## src/rtl/aalp_pkg.sv

```systemverilog
`timescale 1ns / 1ps
// ----------------------------------------------------------------------------
// aalp_pkg
// Shared types, character codes and helper functions of the angle line parser.
// ----------------------------------------------------------------------------
package aalp_pkg;

	localparam int LINE_CAPACITY_DEF = 48;
	localparam int FRAC_DIGITS       = 6;
	localparam int QUEUE_DEPTH       = 4;

	localparam logic [7:0] CH_CR    = 8'h0D;
	localparam logic [7:0] CH_LF    = 8'h0A;
	localparam logic [7:0] CH_A     = 8'h41;
	localparam logic [7:0] CH_N     = 8'h4E;
	localparam logic [7:0] CH_G     = 8'h47;
	localparam logic [7:0] CH_COMMA = 8'h2C;
	localparam logic [7:0] CH_COLON = 8'h3A;
	localparam logic [7:0] CH_EQUAL = 8'h3D;
	localparam logic [7:0] CH_PLUS  = 8'h2B;
	localparam logic [7:0] CH_MINUS = 8'h2D;
	localparam logic [7:0] CH_DOT   = 8'h2E;
	localparam logic [7:0] CH_ZERO  = 8'h30;
	localparam logic [7:0] CH_NINE  = 8'h39;
	localparam logic [7:0] CH_SPACE = 8'h20;
	localparam logic [7:0] CH_TAB   = 8'h09;
	localparam logic [7:0] CH_VTAB  = 8'h0B;
	localparam logic [7:0] CH_FF    = 8'h0C;

	typedef enum logic [10:0] {
		PH_LEAD     = 11'b000_0000_0001,
		PH_PFX_A    = 11'b000_0000_0010,
		PH_PFX_N    = 11'b000_0000_0100,
		PH_PFX_SEP  = 11'b000_0000_1000,
		PH_WS2      = 11'b000_0001_0000,
		PH_SIGNED   = 11'b000_0010_0000,
		PH_INT      = 11'b000_0100_0000,
		PH_DOTFIRST = 11'b000_1000_0000,
		PH_FRAC     = 11'b001_0000_0000,
		PH_DONE     = 11'b010_0000_0000,
		PH_FAIL     = 11'b100_0000_0000
	} aalp_phase_t;

	// one finished line, handed from the front to the back
	typedef struct packed {
		logic        neg;
		logic        ok;
		logic [15:0] int_part;
		logic [19:0] frac;
		logic [2:0]  frac_cnt;
	} aalp_line_t;

	// frac * 2^16 / 10^cnt ~= (frac * mult) >> shift, low by at most one
	typedef struct packed {
		logic [16:0] mult;
		logic [4:0]  shift;
		logic [19:0] divisor;
	} aalp_recip_t;

	function automatic logic is_ws(input logic [7:0] c);
		return (c == CH_SPACE) || (c == CH_TAB) || (c == CH_VTAB) || (c == CH_FF);
	endfunction

	function automatic logic is_dig(input logic [7:0] c);
		return (c >= CH_ZERO) && (c <= CH_NINE);
	endfunction

	function automatic aalp_recip_t recip_of(input logic [2:0] cnt);
		aalp_recip_t r;
		unique case (cnt)
			3'd0: r = '{mult: 17'd65536,  shift: 5'd0,  divisor: 20'd1};
			3'd1: r = '{mult: 17'd104857, shift: 5'd4,  divisor: 20'd10};
			3'd2: r = '{mult: 17'd83886,  shift: 5'd7,  divisor: 20'd100};
			3'd3: r = '{mult: 17'd67108,  shift: 5'd10, divisor: 20'd1000};
			3'd4: r = '{mult: 17'd107374, shift: 5'd14, divisor: 20'd10000};
			3'd5: r = '{mult: 17'd85899,  shift: 5'd17, divisor: 20'd100000};
			default: r = '{mult: 17'd68719, shift: 5'd20, divisor: 20'd1000000};
		endcase
		return r;
	endfunction

endpackage

```

## src/rtl/aalp_if.sv

```systemverilog
`timescale 1ns / 1ps
// ----------------------------------------------------------------------------
// aalp_byte_if / aalp_res_if
// Valid/ready channels for received bytes and for parsed angle results.
// ----------------------------------------------------------------------------
interface aalp_byte_if;
	logic       valid;
	logic       ready;
	logic [7:0] rx_byte;

	modport source (output valid, output rx_byte, input ready);
	modport sink   (input valid, input rx_byte, output ready);
endinterface

interface aalp_res_if;
	logic               valid;
	logic               ready;
	logic signed [31:0] angle_q16;
	logic               parse_ok;

	modport source (output valid, output angle_q16, output parse_ok, input ready);
	modport sink   (input valid, input angle_q16, input parse_ok, output ready);
endinterface

```

## src/rtl/ascii_angle_line_parser.sv

```systemverilog
`timescale 1ns / 1ps
// ----------------------------------------------------------------------------
// ascii_angle_line_parser
// Streams ASCII bytes and turns each text line into a signed Q16.16 angle.
// ----------------------------------------------------------------------------
// usage
// rx carries one received byte per transfer; one byte can be taken every
// cycle. result carries angle_q16 and parse_ok, one transfer per line feed;
// no other byte gives a result. carriage return is ignored.
// path: the result of a line feed passes the line queue, then four back-end
// stages (reciprocal multiply, shift, check multiply, correct and sum),
// then the output register.
// throughput: one byte per cycle, and one result per cycle for back to back
// line feeds; the front scanner and the back end are parted by a 4-line
// queue, and rx ready drops only while that queue is full.
// when result is stalled the back end holds, the queue fills, then rx stalls.
// reset clears the line in progress, the queue, the pipeline and the
// last good angle (zero); no results are pending after reset.
// a failed line reports the last good angle with parse_ok low.
// ----------------------------------------------------------------------------
module ascii_angle_line_parser #(
	parameter int LINE_CAPACITY = aalp_pkg::LINE_CAPACITY_DEF
) (
	input  logic       clk,
	input  logic       arst_n,
	aalp_byte_if.sink  rx,
	aalp_res_if.source result
);
	import aalp_pkg::*;

	aalp_line_t push_line, head_line;
	logic       push, pop, empty, full;

	aalp_front #(.LINE_CAPACITY(LINE_CAPACITY)) u_front (
		.clk        (clk),
		.arst_n     (arst_n),
		.rx         (rx),
		.queue_full (full),
		.line_push  (push),
		.line_rec   (push_line)
	);

	aalp_queue u_queue (
		.clk       (clk),
		.arst_n    (arst_n),
		.push      (push),
		.push_line (push_line),
		.pop       (pop),
		.head_line (head_line),
		.empty     (empty),
		.full      (full)
	);

	aalp_back u_back (
		.clk        (clk),
		.arst_n     (arst_n),
		.head_line  (head_line),
		.head_valid (!empty),
		.pop        (pop),
		.result     (result)
	);

endmodule

```

## src/rtl/aalp_front.sv

```systemverilog
`timescale 1ns / 1ps
// ----------------------------------------------------------------------------
// aalp_front
// Byte-wide line scanner: prefix, sign, integer and fraction accumulation.
// ----------------------------------------------------------------------------
module aalp_front #(
	parameter int LINE_CAPACITY = aalp_pkg::LINE_CAPACITY_DEF
) (
	input  logic                clk,
	input  logic                arst_n,
	aalp_byte_if.sink           rx,
	input  logic                queue_full,
	output logic                line_push,
	output aalp_pkg::aalp_line_t line_rec
);
	import aalp_pkg::*;

	localparam int LW = $clog2(LINE_CAPACITY);

	aalp_phase_t  ph_q, ph_n;
	logic [LW-1:0] len_q;
	logic          neg_q, neg_n;
	logic          saw_q, saw_n;
	logic [15:0]   int_q, int_n;
	logic [19:0]   frac_q, frac_n;
	logic [2:0]    cnt_q, cnt_n;

	logic [7:0]  c;
	logic [3:0]  dval;
	logic [19:0] int_mac;
	logic [15:0] int_dig;
	logic [19:0] frac_dig;
	logic [2:0]  cnt_dig;
	logic        start;
	logic        xfer;

	assign c        = rx.rx_byte;
	assign dval     = c[3:0];
	assign xfer     = rx.valid && rx.ready;
	assign rx.ready = !queue_full;

	assign int_mac = {4'b0, int_q} * 20'd10 + {16'b0, dval};
	assign int_dig = (int_mac > 20'd65535) ? 16'hFFFF : int_mac[15:0];

	// digits past the fraction limit are dropped but still count as seen
	always_comb begin
		if (cnt_q < 3'(FRAC_DIGITS)) begin
			frac_dig = 20'(frac_q * 20'd10 + {16'b0, dval});
			cnt_dig  = cnt_q + 3'd1;
		end else begin
			frac_dig = frac_q;
			cnt_dig  = cnt_q;
		end
	end

	always_comb begin
		ph_n   = ph_q;
		neg_n  = neg_q;
		saw_n  = saw_q;
		int_n  = int_q;
		frac_n = frac_q;
		cnt_n  = cnt_q;
		start  = 1'b0;
		unique case (ph_q)
			PH_LEAD: begin
				if (!is_ws(c)) begin
					if (c == CH_A) ph_n = PH_PFX_A;
					else start = 1'b1;
				end
			end
			PH_PFX_A:   ph_n = (c == CH_N) ? PH_PFX_N : PH_FAIL;
			PH_PFX_N:   ph_n = (c == CH_G) ? PH_PFX_SEP : PH_FAIL;
			PH_PFX_SEP: begin
				if (c == CH_COMMA || c == CH_COLON || c == CH_EQUAL || is_ws(c)) ph_n = PH_WS2;
				else start = 1'b1;
			end
			PH_WS2: begin
				if (!is_ws(c)) start = 1'b1;
			end
			PH_SIGNED: begin
				if (is_dig(c)) begin
					int_n = int_dig;
					saw_n = 1'b1;
					ph_n  = PH_INT;
				end else if (c == CH_DOT) begin
					ph_n = PH_DOTFIRST;
				end else begin
					ph_n = PH_FAIL;
				end
			end
			PH_INT: begin
				if (is_dig(c)) begin
					int_n = int_dig;
					saw_n = 1'b1;
				end else if (c == CH_DOT) begin
					ph_n = PH_FRAC;
				end else begin
					ph_n = PH_DONE;
				end
			end
			PH_DOTFIRST: begin
				if (is_dig(c)) begin
					frac_n = frac_dig;
					cnt_n  = cnt_dig;
					saw_n  = 1'b1;
					ph_n   = PH_FRAC;
				end else begin
					ph_n = PH_FAIL;
				end
			end
			PH_FRAC: begin
				if (is_dig(c)) begin
					frac_n = frac_dig;
					cnt_n  = cnt_dig;
					saw_n  = 1'b1;
				end else begin
					ph_n = PH_DONE;
				end
			end
			PH_DONE, PH_FAIL: ;
			default: ;
		endcase

		if (start) begin
			priority if (c == CH_PLUS) begin
				ph_n = PH_SIGNED;
			end else if (c == CH_MINUS) begin
				neg_n = 1'b1;
				ph_n  = PH_SIGNED;
			end else if (is_dig(c)) begin
				int_n = int_dig;
				saw_n = 1'b1;
				ph_n  = PH_INT;
			end else if (c == CH_DOT) begin
				ph_n = PH_DOTFIRST;
			end else begin
				ph_n = PH_FAIL;
			end
		end
	end

	assign line_push = xfer && (c == CH_LF);
	assign line_rec  = '{neg: neg_q, ok: saw_q, int_part: int_q, frac: frac_q, frac_cnt: cnt_q};

	always_ff @(posedge clk or negedge arst_n) begin
		if (!arst_n) begin
			ph_q   <= PH_LEAD;
			len_q  <= '0;
			neg_q  <= 1'b0;
			saw_q  <= 1'b0;
			int_q  <= '0;
			frac_q <= '0;
			cnt_q  <= '0;
		end else if (xfer && c != CH_CR) begin
			// line feed ends the line; a full buffer drops it
			if (c == CH_LF || len_q >= LW'(LINE_CAPACITY - 1)) begin
				ph_q   <= PH_LEAD;
				len_q  <= '0;
				neg_q  <= 1'b0;
				saw_q  <= 1'b0;
				int_q  <= '0;
				frac_q <= '0;
				cnt_q  <= '0;
			end else begin
				ph_q   <= ph_n;
				len_q  <= len_q + LW'(1);
				neg_q  <= neg_n;
				saw_q  <= saw_n;
				int_q  <= int_n;
				frac_q <= frac_n;
				cnt_q  <= cnt_n;
			end
		end
	end

endmodule

```

## src/rtl/aalp_queue.sv

```systemverilog
`timescale 1ns / 1ps
// ----------------------------------------------------------------------------
// aalp_queue
// Small first-in first-out buffer of finished lines between front and back.
// ----------------------------------------------------------------------------
module aalp_queue (
	input  logic                 clk,
	input  logic                 arst_n,
	input  logic                 push,
	input  aalp_pkg::aalp_line_t push_line,
	input  logic                 pop,
	output aalp_pkg::aalp_line_t head_line,
	output logic                 empty,
	output logic                 full
);
	import aalp_pkg::*;

	localparam int PW = $clog2(QUEUE_DEPTH);

	aalp_line_t  mem_q [QUEUE_DEPTH];
	logic [PW-1:0] wr_q, rd_q;
	logic [PW:0]   cnt_q;

	assign empty     = (cnt_q == '0);
	assign full      = (cnt_q == (PW+1)'(QUEUE_DEPTH));
	assign head_line = mem_q[rd_q];

	always_ff @(posedge clk) begin
		if (push) mem_q[wr_q] <= push_line;
	end

	always_ff @(posedge clk or negedge arst_n) begin
		if (!arst_n) begin
			wr_q  <= '0;
			rd_q  <= '0;
			cnt_q <= '0;
		end else begin
			if (push) wr_q <= (wr_q == PW'(QUEUE_DEPTH - 1)) ? '0 : wr_q + PW'(1);
			if (pop)  rd_q <= (rd_q == PW'(QUEUE_DEPTH - 1)) ? '0 : rd_q + PW'(1);
			unique case ({push, pop})
				2'b10:   cnt_q <= cnt_q + (PW+1)'(1);
				2'b01:   cnt_q <= cnt_q - (PW+1)'(1);
				default: cnt_q <= cnt_q;
			endcase
		end
	end

endmodule

```

## src/rtl/aalp_back.sv

```systemverilog
`timescale 1ns / 1ps
// ----------------------------------------------------------------------------
// aalp_back
// Converts a finished line to Q16.16: fraction scaling, saturation, sign.
// ----------------------------------------------------------------------------
module aalp_back (
	input  logic                 clk,
	input  logic                 arst_n,
	input  aalp_pkg::aalp_line_t head_line,
	input  logic                 head_valid,
	output logic                 pop,
	aalp_res_if.source           result
);
	import aalp_pkg::*;

	logic adv;

	aalp_recip_t rc;
	logic        v_s1, v_s2, v_s3, v_s4;
	aalp_line_t  line_s1, line_s2, line_s3;
	logic [36:0] prod_s1;
	logic [4:0]  shift_s1;
	logic [19:0] div_s1, div_s2, div_s3;
	logic [15:0] quot_s2, quot_s3;
	logic [35:0] qd_s3;
	logic [31:0] mag_s4;
	logic        neg_s4, ok_s4;

	logic [35:0] rem;
	logic [15:0] fq;
	logic [31:0] sat;

	logic               res_valid_q;
	logic signed [31:0] angle_q;
	logic               ok_q;
	logic [31:0]        last_good_q;

	assign adv = !res_valid_q || result.ready;
	assign pop = adv && head_valid;
	assign rc  = recip_of(head_line.frac_cnt);

	// remainder check lifts the estimate when it came out one low
	assign rem = {line_s3.frac, 16'b0} - qd_s3;
	assign fq  = (rem >= {16'b0, div_s3}) ? quot_s3 + 16'd1 : quot_s3;

	always_comb begin
		if (neg_s4) begin
			sat = (mag_s4 > 32'h8000_0000) ? 32'h8000_0000 : mag_s4;
			sat = 32'd0 - sat;
		end else begin
			sat = (mag_s4 > 32'h7FFF_FFFF) ? 32'h7FFF_FFFF : mag_s4;
		end
	end

	always_ff @(posedge clk or negedge arst_n) begin
		if (!arst_n) begin
			v_s1        <= 1'b0;
			v_s2        <= 1'b0;
			v_s3        <= 1'b0;
			v_s4        <= 1'b0;
			res_valid_q <= 1'b0;
			last_good_q <= '0;
		end else if (adv) begin
			v_s1        <= head_valid;
			v_s2        <= v_s1;
			v_s3        <= v_s2;
			v_s4        <= v_s3;
			res_valid_q <= v_s4;
			if (v_s4 && ok_s4) last_good_q <= sat;
		end
	end

	always_ff @(posedge clk) begin
		if (adv) begin
			line_s1  <= head_line;
			prod_s1  <= {17'b0, head_line.frac} * {20'b0, rc.mult};
			shift_s1 <= rc.shift;
			div_s1   <= rc.divisor;

			line_s2  <= line_s1;
			quot_s2  <= 16'(prod_s1 >> shift_s1);
			div_s2   <= div_s1;

			line_s3  <= line_s2;
			quot_s3  <= quot_s2;
			qd_s3    <= {20'b0, quot_s2} * {16'b0, div_s2};
			div_s3   <= div_s2;

			mag_s4   <= {line_s3.int_part, 16'b0} + {16'b0, fq};
			neg_s4   <= line_s3.neg;
			ok_s4    <= line_s3.ok;

			angle_q  <= ok_s4 ? sat : last_good_q;
			ok_q     <= ok_s4;
		end
	end

	assign result.valid     = res_valid_q;
	assign result.angle_q16 = angle_q;
	assign result.parse_ok  = ok_q;

endmodule
```

## src/flat_wrapper.sv

```systemverilog
// flat-port wrapper written by rule: the top's interface ports become plain ports
module ascii_angle_line_parser_flat import aalp_pkg::*;
#(
	parameter int LINE_CAPACITY = aalp_pkg::LINE_CAPACITY_DEF
)
  (clk, arst_n, rx_valid, rx_rx_byte, rx_ready, result_valid, result_angle_q16, result_parse_ok, result_ready);
  aalp_byte_if rx_i ();
  aalp_res_if result_i ();
  input  logic clk;
  input  logic arst_n;
  input wire logic [$bits(rx_i.valid)-1:0] rx_valid;
  input wire logic [$bits(rx_i.rx_byte)-1:0] rx_rx_byte;
  output wire logic [$bits(rx_i.ready)-1:0] rx_ready;
  output wire logic [$bits(result_i.valid)-1:0] result_valid;
  output wire logic [$bits(result_i.angle_q16)-1:0] result_angle_q16;
  output wire logic [$bits(result_i.parse_ok)-1:0] result_parse_ok;
  input wire logic [$bits(result_i.ready)-1:0] result_ready;
  assign rx_i.valid = rx_valid;
  assign rx_i.rx_byte = rx_rx_byte;
  assign rx_ready = rx_i.ready;
  assign result_valid = result_i.valid;
  assign result_angle_q16 = result_i.angle_q16;
  assign result_parse_ok = result_i.parse_ok;
  assign result_i.ready = result_ready;
  ascii_angle_line_parser #(.LINE_CAPACITY(LINE_CAPACITY)) u_core (.clk(clk), .arst_n(arst_n), .rx(rx_i), .result(result_i));
endmodule
```

## config.mk

```make
export PLATFORM = sky130hd
export DESIGN_NAME = ascii_angle_line_parser_flat
export DESIGN_NICKNAME = d
export VERILOG_FILES = /design/src/rtl/aalp_pkg.sv /design/src/rtl/aalp_if.sv /design/src/rtl/ascii_angle_line_parser.sv /design/src/rtl/aalp_front.sv /design/src/rtl/aalp_queue.sv /design/src/rtl/aalp_back.sv /design/src/flat_wrapper.sv
export SDC_FILE = /design/constraint.sdc
export NUM_CORES = 2
export LEC_CHECK = 0
export BUFFER_PORTS_ARGS = -buffer_cell sky130_fd_sc_hd__buf_2
export CORE_ASPECT_RATIO = 1.1
export CORE_MARGIN = 8
export CORE_UTILIZATION = 45
export DETAILED_ROUTE_END_ITERATION = 16
export PLACE_DENSITY = 0.6
export SLEW_MARGIN = 20
export SYNTH_ARGS = -nofsm -noshare
export SYNTH_HDL_FRONTEND = slang
export SYNTH_SLANG_ARGS = --single-unit
```

## constraint.sdc

```tcl
create_clock -name clk -period 15.1 [get_ports clk]
set_input_delay 0.755 -clock clk [delete_from_list [all_inputs] [get_ports clk]]
set_output_delay 0.755 -clock clk [all_outputs]
set_load 0.1 [all_outputs]
```

==> results by stage <==
Synthesis:
- Of the synthesized area, sequential elements account for 0.361.
- During synthesis, Yosys emitted a total of 0 warnings.
- The post-synthesis instance area is 48200 sq um.
- In the post-synthesis netlist, the biggest area contributors are sky130_fd_sc_hd__edfxtp_1, sky130_fd_sc_hd__fa_1, sky130_fd_sc_hd__ha_1.
- The number of storage elements in the synthesis netlist is 597.
- The share of async-settable or async-resettable flops after synthesis is 0.171.
- The biggest area contributor in the post-synthesis netlist is sky130_fd_sc_hd__edfxtp_1.
- The gate count of the mapped netlist is 4423.
- The number of nets produced by synthesis is 5284.
- After synthesis, the mean cell area works out to 10.9 sq um.
- Of the post-synthesis cell area, the dominant cell type holds 0.308.
- The number of different library cells used by synthesis comes to 88.
- For this run, the leading register cell type out of synthesis is sky130_fd_sc_hd__edfxtp_1.
- The number of synthesized flops with an enable pin is 495.

CTS:
- The TritonCTS clock tree is done.
- The number of setup buffers added after CTS is 0.
- The post-cts gate resize count is 0.
- The level count of the clock H-tree is 3.
- The total number of clock tree sinks is 597.
- Clock-pin slew was measured on the worst setup and hold paths at 0.07 ns.
- Hold repair after CTS inserted 0 buffers.
- The longest clock path from root to sink contains 3 buffers.
- Clock latency on the worst-skew pair, taken at its later pin, is 0.64 ns.
- The TritonCTS buffer count is 69.
- CTS placed an instance of sky130_fd_sc_hd__clkbuf_16 at the clock tree root.

Worst hold path:
- The kind of path behind the tightest hold check is in -> async.

STA:
- Timing would allow up to 95.6 MHz.
- The final worst-path cycle share is 0.693.
- The max-slew violation count was 0.
- Setup repair after global routing left no endpoint under its margin.
- For the final database, setup skew stands at 0.0292 ns.
- The number of hold-slack violations in the final timing report was 0.
- The worst pin sits at a relative slew slack of 0.318.
- Setup violations remaining at the end of the flow were counted as 0.
- The final sum of negative setup slack is 0 ns.
- Subtracting the final worst setup slack from the clock period gives 10.46 ns.
- At the pin with the least slew margin, the transition time is 1.01 ns.

Floorplan:
- The core region is 107000 sq um.
- The die covers 118000 sq um.
- The initial cell density of the core is 0.452.
- The die width is 328 um.
- 47 I/O pins were placed.
- The floorplan has 126 rows.
- The chip height is 359 um.

Placed design:
- At the end of routability-driven placement, the weighted congestion stood at 0.916.
- The placed wire-length estimate after detailed placement is 90000 um.
- After detailed placement, the total cell area comes to 50000 sq um.
- Buffers placed on the I/O ports in this run total 46.

Routing:
- The number of detailed-route iterations in the first pass is 5.
- Dividing the detail-routed via count by the number of cells gives 5.40.
- For this block, the via count after detailed routing is 31800.
- The detailed router finished its first iteration with 2275 violations.
- In this run the remaining antenna-violating nets after routing total 0.
- After detailed routing, the number of remaining DRC violations is 0.
- Wires add up to 117000 um.
- The average detailed-routed wire length per instance is 19.8 um.

GRT:
- The number of global-route vias before repair is 33300.
- Entering global routing, the biggest net connects 142 pins.
- The initial antenna violation count was 1.
- The first global-routing pass estimated 188000 um of wire.
- The combined global-route utilization of all metal layers is 0.201.
- Global routing finished with a remaining overflow of 0.

Worst setup path:
- For the worst setup path, the data required time is 15.58 ns.
- The delay of the slowest cell on the worst path is 0.79 ns.
- For the worst setup path, the data arrival time is 10.94 ns.
- The endpoint identified for the worst register-to-register timing path is u_core.u_back.prod_s1[33].
- The critical path launch point type is a register.
- STA classifies the critical path endpoint as a register.
- The internal reg-to-reg setup slack is 4.64 ns.
- The startpoint identified for the worst register-to-register timing path is u_core.u_queue.rd_q[0].
- The depth of the worst register-to-register path is 29.
- The largest individual stage delay along the critical path comes from the cell sky130_fd_sc_hd__mux4_2.
- The worst setup path is of the reg -> reg kind.
- The timing startpoint of the critical path is u_core.u_queue.rd_q[0].
- The critical path capture point is u_core.u_back.prod_s1[33].
- The most numerous cell type found on the critical path is sky130_fd_sc_hd__fa_1.
- In this run the worst path has a maximum fanout of 52.

Cells and area:
- The commonest non-fill, non-tap cell in the layout is sky130_fd_sc_hd__inv_1.
- In the layout the commonest cells are sky130_fd_sc_hd__inv_1, sky130_fd_sc_hd__edfxtp_1, sky130_fd_sc_hd__fa_1.
- The antenna diode instance count is 0.
- The final design instance area without fill is 52400 sq um.
- The fraction of layout instances using a drive strength above 1 is 0.0771.
- From synthesis to final layout, the design area changed by 8.66%.
- The net total in the final layout is 5292.

Run:
- The max-capacitance violation count is 0.

Outcome:
- The run finished with clean final reports.
[metal layers]
layer	GRT usage	part of all wire
met1	0.269	0.43
met2	0.333	0.48
met5	0	0
met4	0.0720	0.038
met3	0.0262	0.045
[critical path, delay by kind of cell, from the launching register on]
kind	cells	cell delay, ns
adders and majority gates	7	3.32
and+or+nand+nor	7	2.14
AOI/OAI and AO/OA	7	1.84
buffers and inverters	7	1.59
muxes	1	0.79
DFF	1	0.58
[state kept, by name, indices dropped and copies added (netlist names), 2 cells and up]
name	cells
u_core.u_back.last_good_q	32
u_core.u_back.quot_s2	16
u_core.u_back.result.angle_q16	32
u_core.u_back.div_s3	14
u_core.u_back.mag_s4	32
u_core.u_back.shift_s1	4
u_core.u_back.div_s1	13
u_core.u_front.ph_q	11
u_core.u_queue.cnt_q	3
u_core.u_front.frac_q	20
u_core.u_back.qd_s3	36
u_core.u_queue.rd_q	2
u_core.u_queue.wr_q	2
u_core.u_back.prod_s1	37
u_core.u_front.cnt_q	3
u_core.u_back.line_s2	38
u_core.u_back.line_s3	38
u_core.u_back.div_s2	14
u_core.u_queue.mem_q	164
u_core.u_front.int_q	16
u_core.u_front.len_q	6
u_core.u_back.quot_s3	16
u_core.u_back.line_s1	38
[worst min path at each step]
stage	from	to	slack, ns	depth (start not counted)
after floorplan	u_core.u_back.div_s1[0]	u_core.u_back.div_s2[0]	0.40	0
after global placement	u_core.u_back.line_s1[26]	u_core.u_back.line_s2[26]	0.40	0
after detailed placement	u_core.u_back.line_s1[32]	u_core.u_back.line_s2[32]	0.40	0
after CTS	arst_n	u_core.u_back.last_good_q[1]	0.11	1
after global routing	arst_n	u_core.u_back.last_good_q[4]	0.15	1
final	arst_n	u_core.u_back.last_good_q[1]	0.13	1
[kinds of logic after synthesis]
family | Yosys count | synth area share
AOI/OAI and AO/OA | 644 | 0.0846
xor gates and xnor gates | 170 | 0.0309
adders and majority gates | 849 | 0.297
buffers and inverters | 840 | 0.0657
DFF | 597 | 0.361
muxes | 164 | 0.0466
and+or+nand+nor | 1159 | 0.114
[synth_stat cells, types with 33 or more instances]
cell type / count
sky130_fd_sc_hd__a21oi_1: 169
sky130_fd_sc_hd__and2_1: 135
sky130_fd_sc_hd__xnor2_1: 95
sky130_fd_sc_hd__ha_1: 356
sky130_fd_sc_hd__o21ai_0: 169
sky130_fd_sc_hd__nor3_1: 55
sky130_fd_sc_hd__edfxtp_1: 495
sky130_fd_sc_hd__mux4_2: 41
sky130_fd_sc_hd__mux2_2: 71
sky130_fd_sc_hd__nand3_1: 44
sky130_fd_sc_hd__inv_1: 680
sky130_fd_sc_hd__nand2_1: 460
sky130_fd_sc_hd__fa_1: 493
sky130_fd_sc_hd__nor2_1: 250
sky130_fd_sc_hd__xor2_1: 75
sky130_fd_sc_hd__nand2b_1: 34
sky130_fd_sc_hd__a21o_1: 61
sky130_fd_sc_hd__dfrtp_1: 101
sky130_fd_sc_hd__mux2i_1: 51
sky130_fd_sc_hd__clkbuf_1: 134
sky130_fd_sc_hd__o21a_1: 33
[final cells by class]
cell class	instances	area, sq um
clock buffer	87	1840
clock inverter	40	557
fill	9667	54300
inverter	690	2590
multi-input combinational	2986	27700
sequential	597	17400
tap	1408	1760
timing repair buffer	87	566
[stage by stage]
stage / setup WS [ns] / instances / hold slack (ns) / utilization
6_report: 4.64 / 5895 / 0.130 / 0.491
5_1_grt: 4.21 / 5895 / 0.151 / 0.491
4_1_cts: 4.74 / 5894 / 0.110 / 0.491
3_5_place_dp: 4.74 / 5767 / 0.405 / 0.468
3_3_place_gp: 4.99 / 5767 / 0.401 / 0.468
2_1_floorplan: 2.60 / 4423 / 0.400 / -
Power is left out: the tool's default activity adds up to more than one toggle a clock period on the data nets, which glitch-free logic cannot reach.
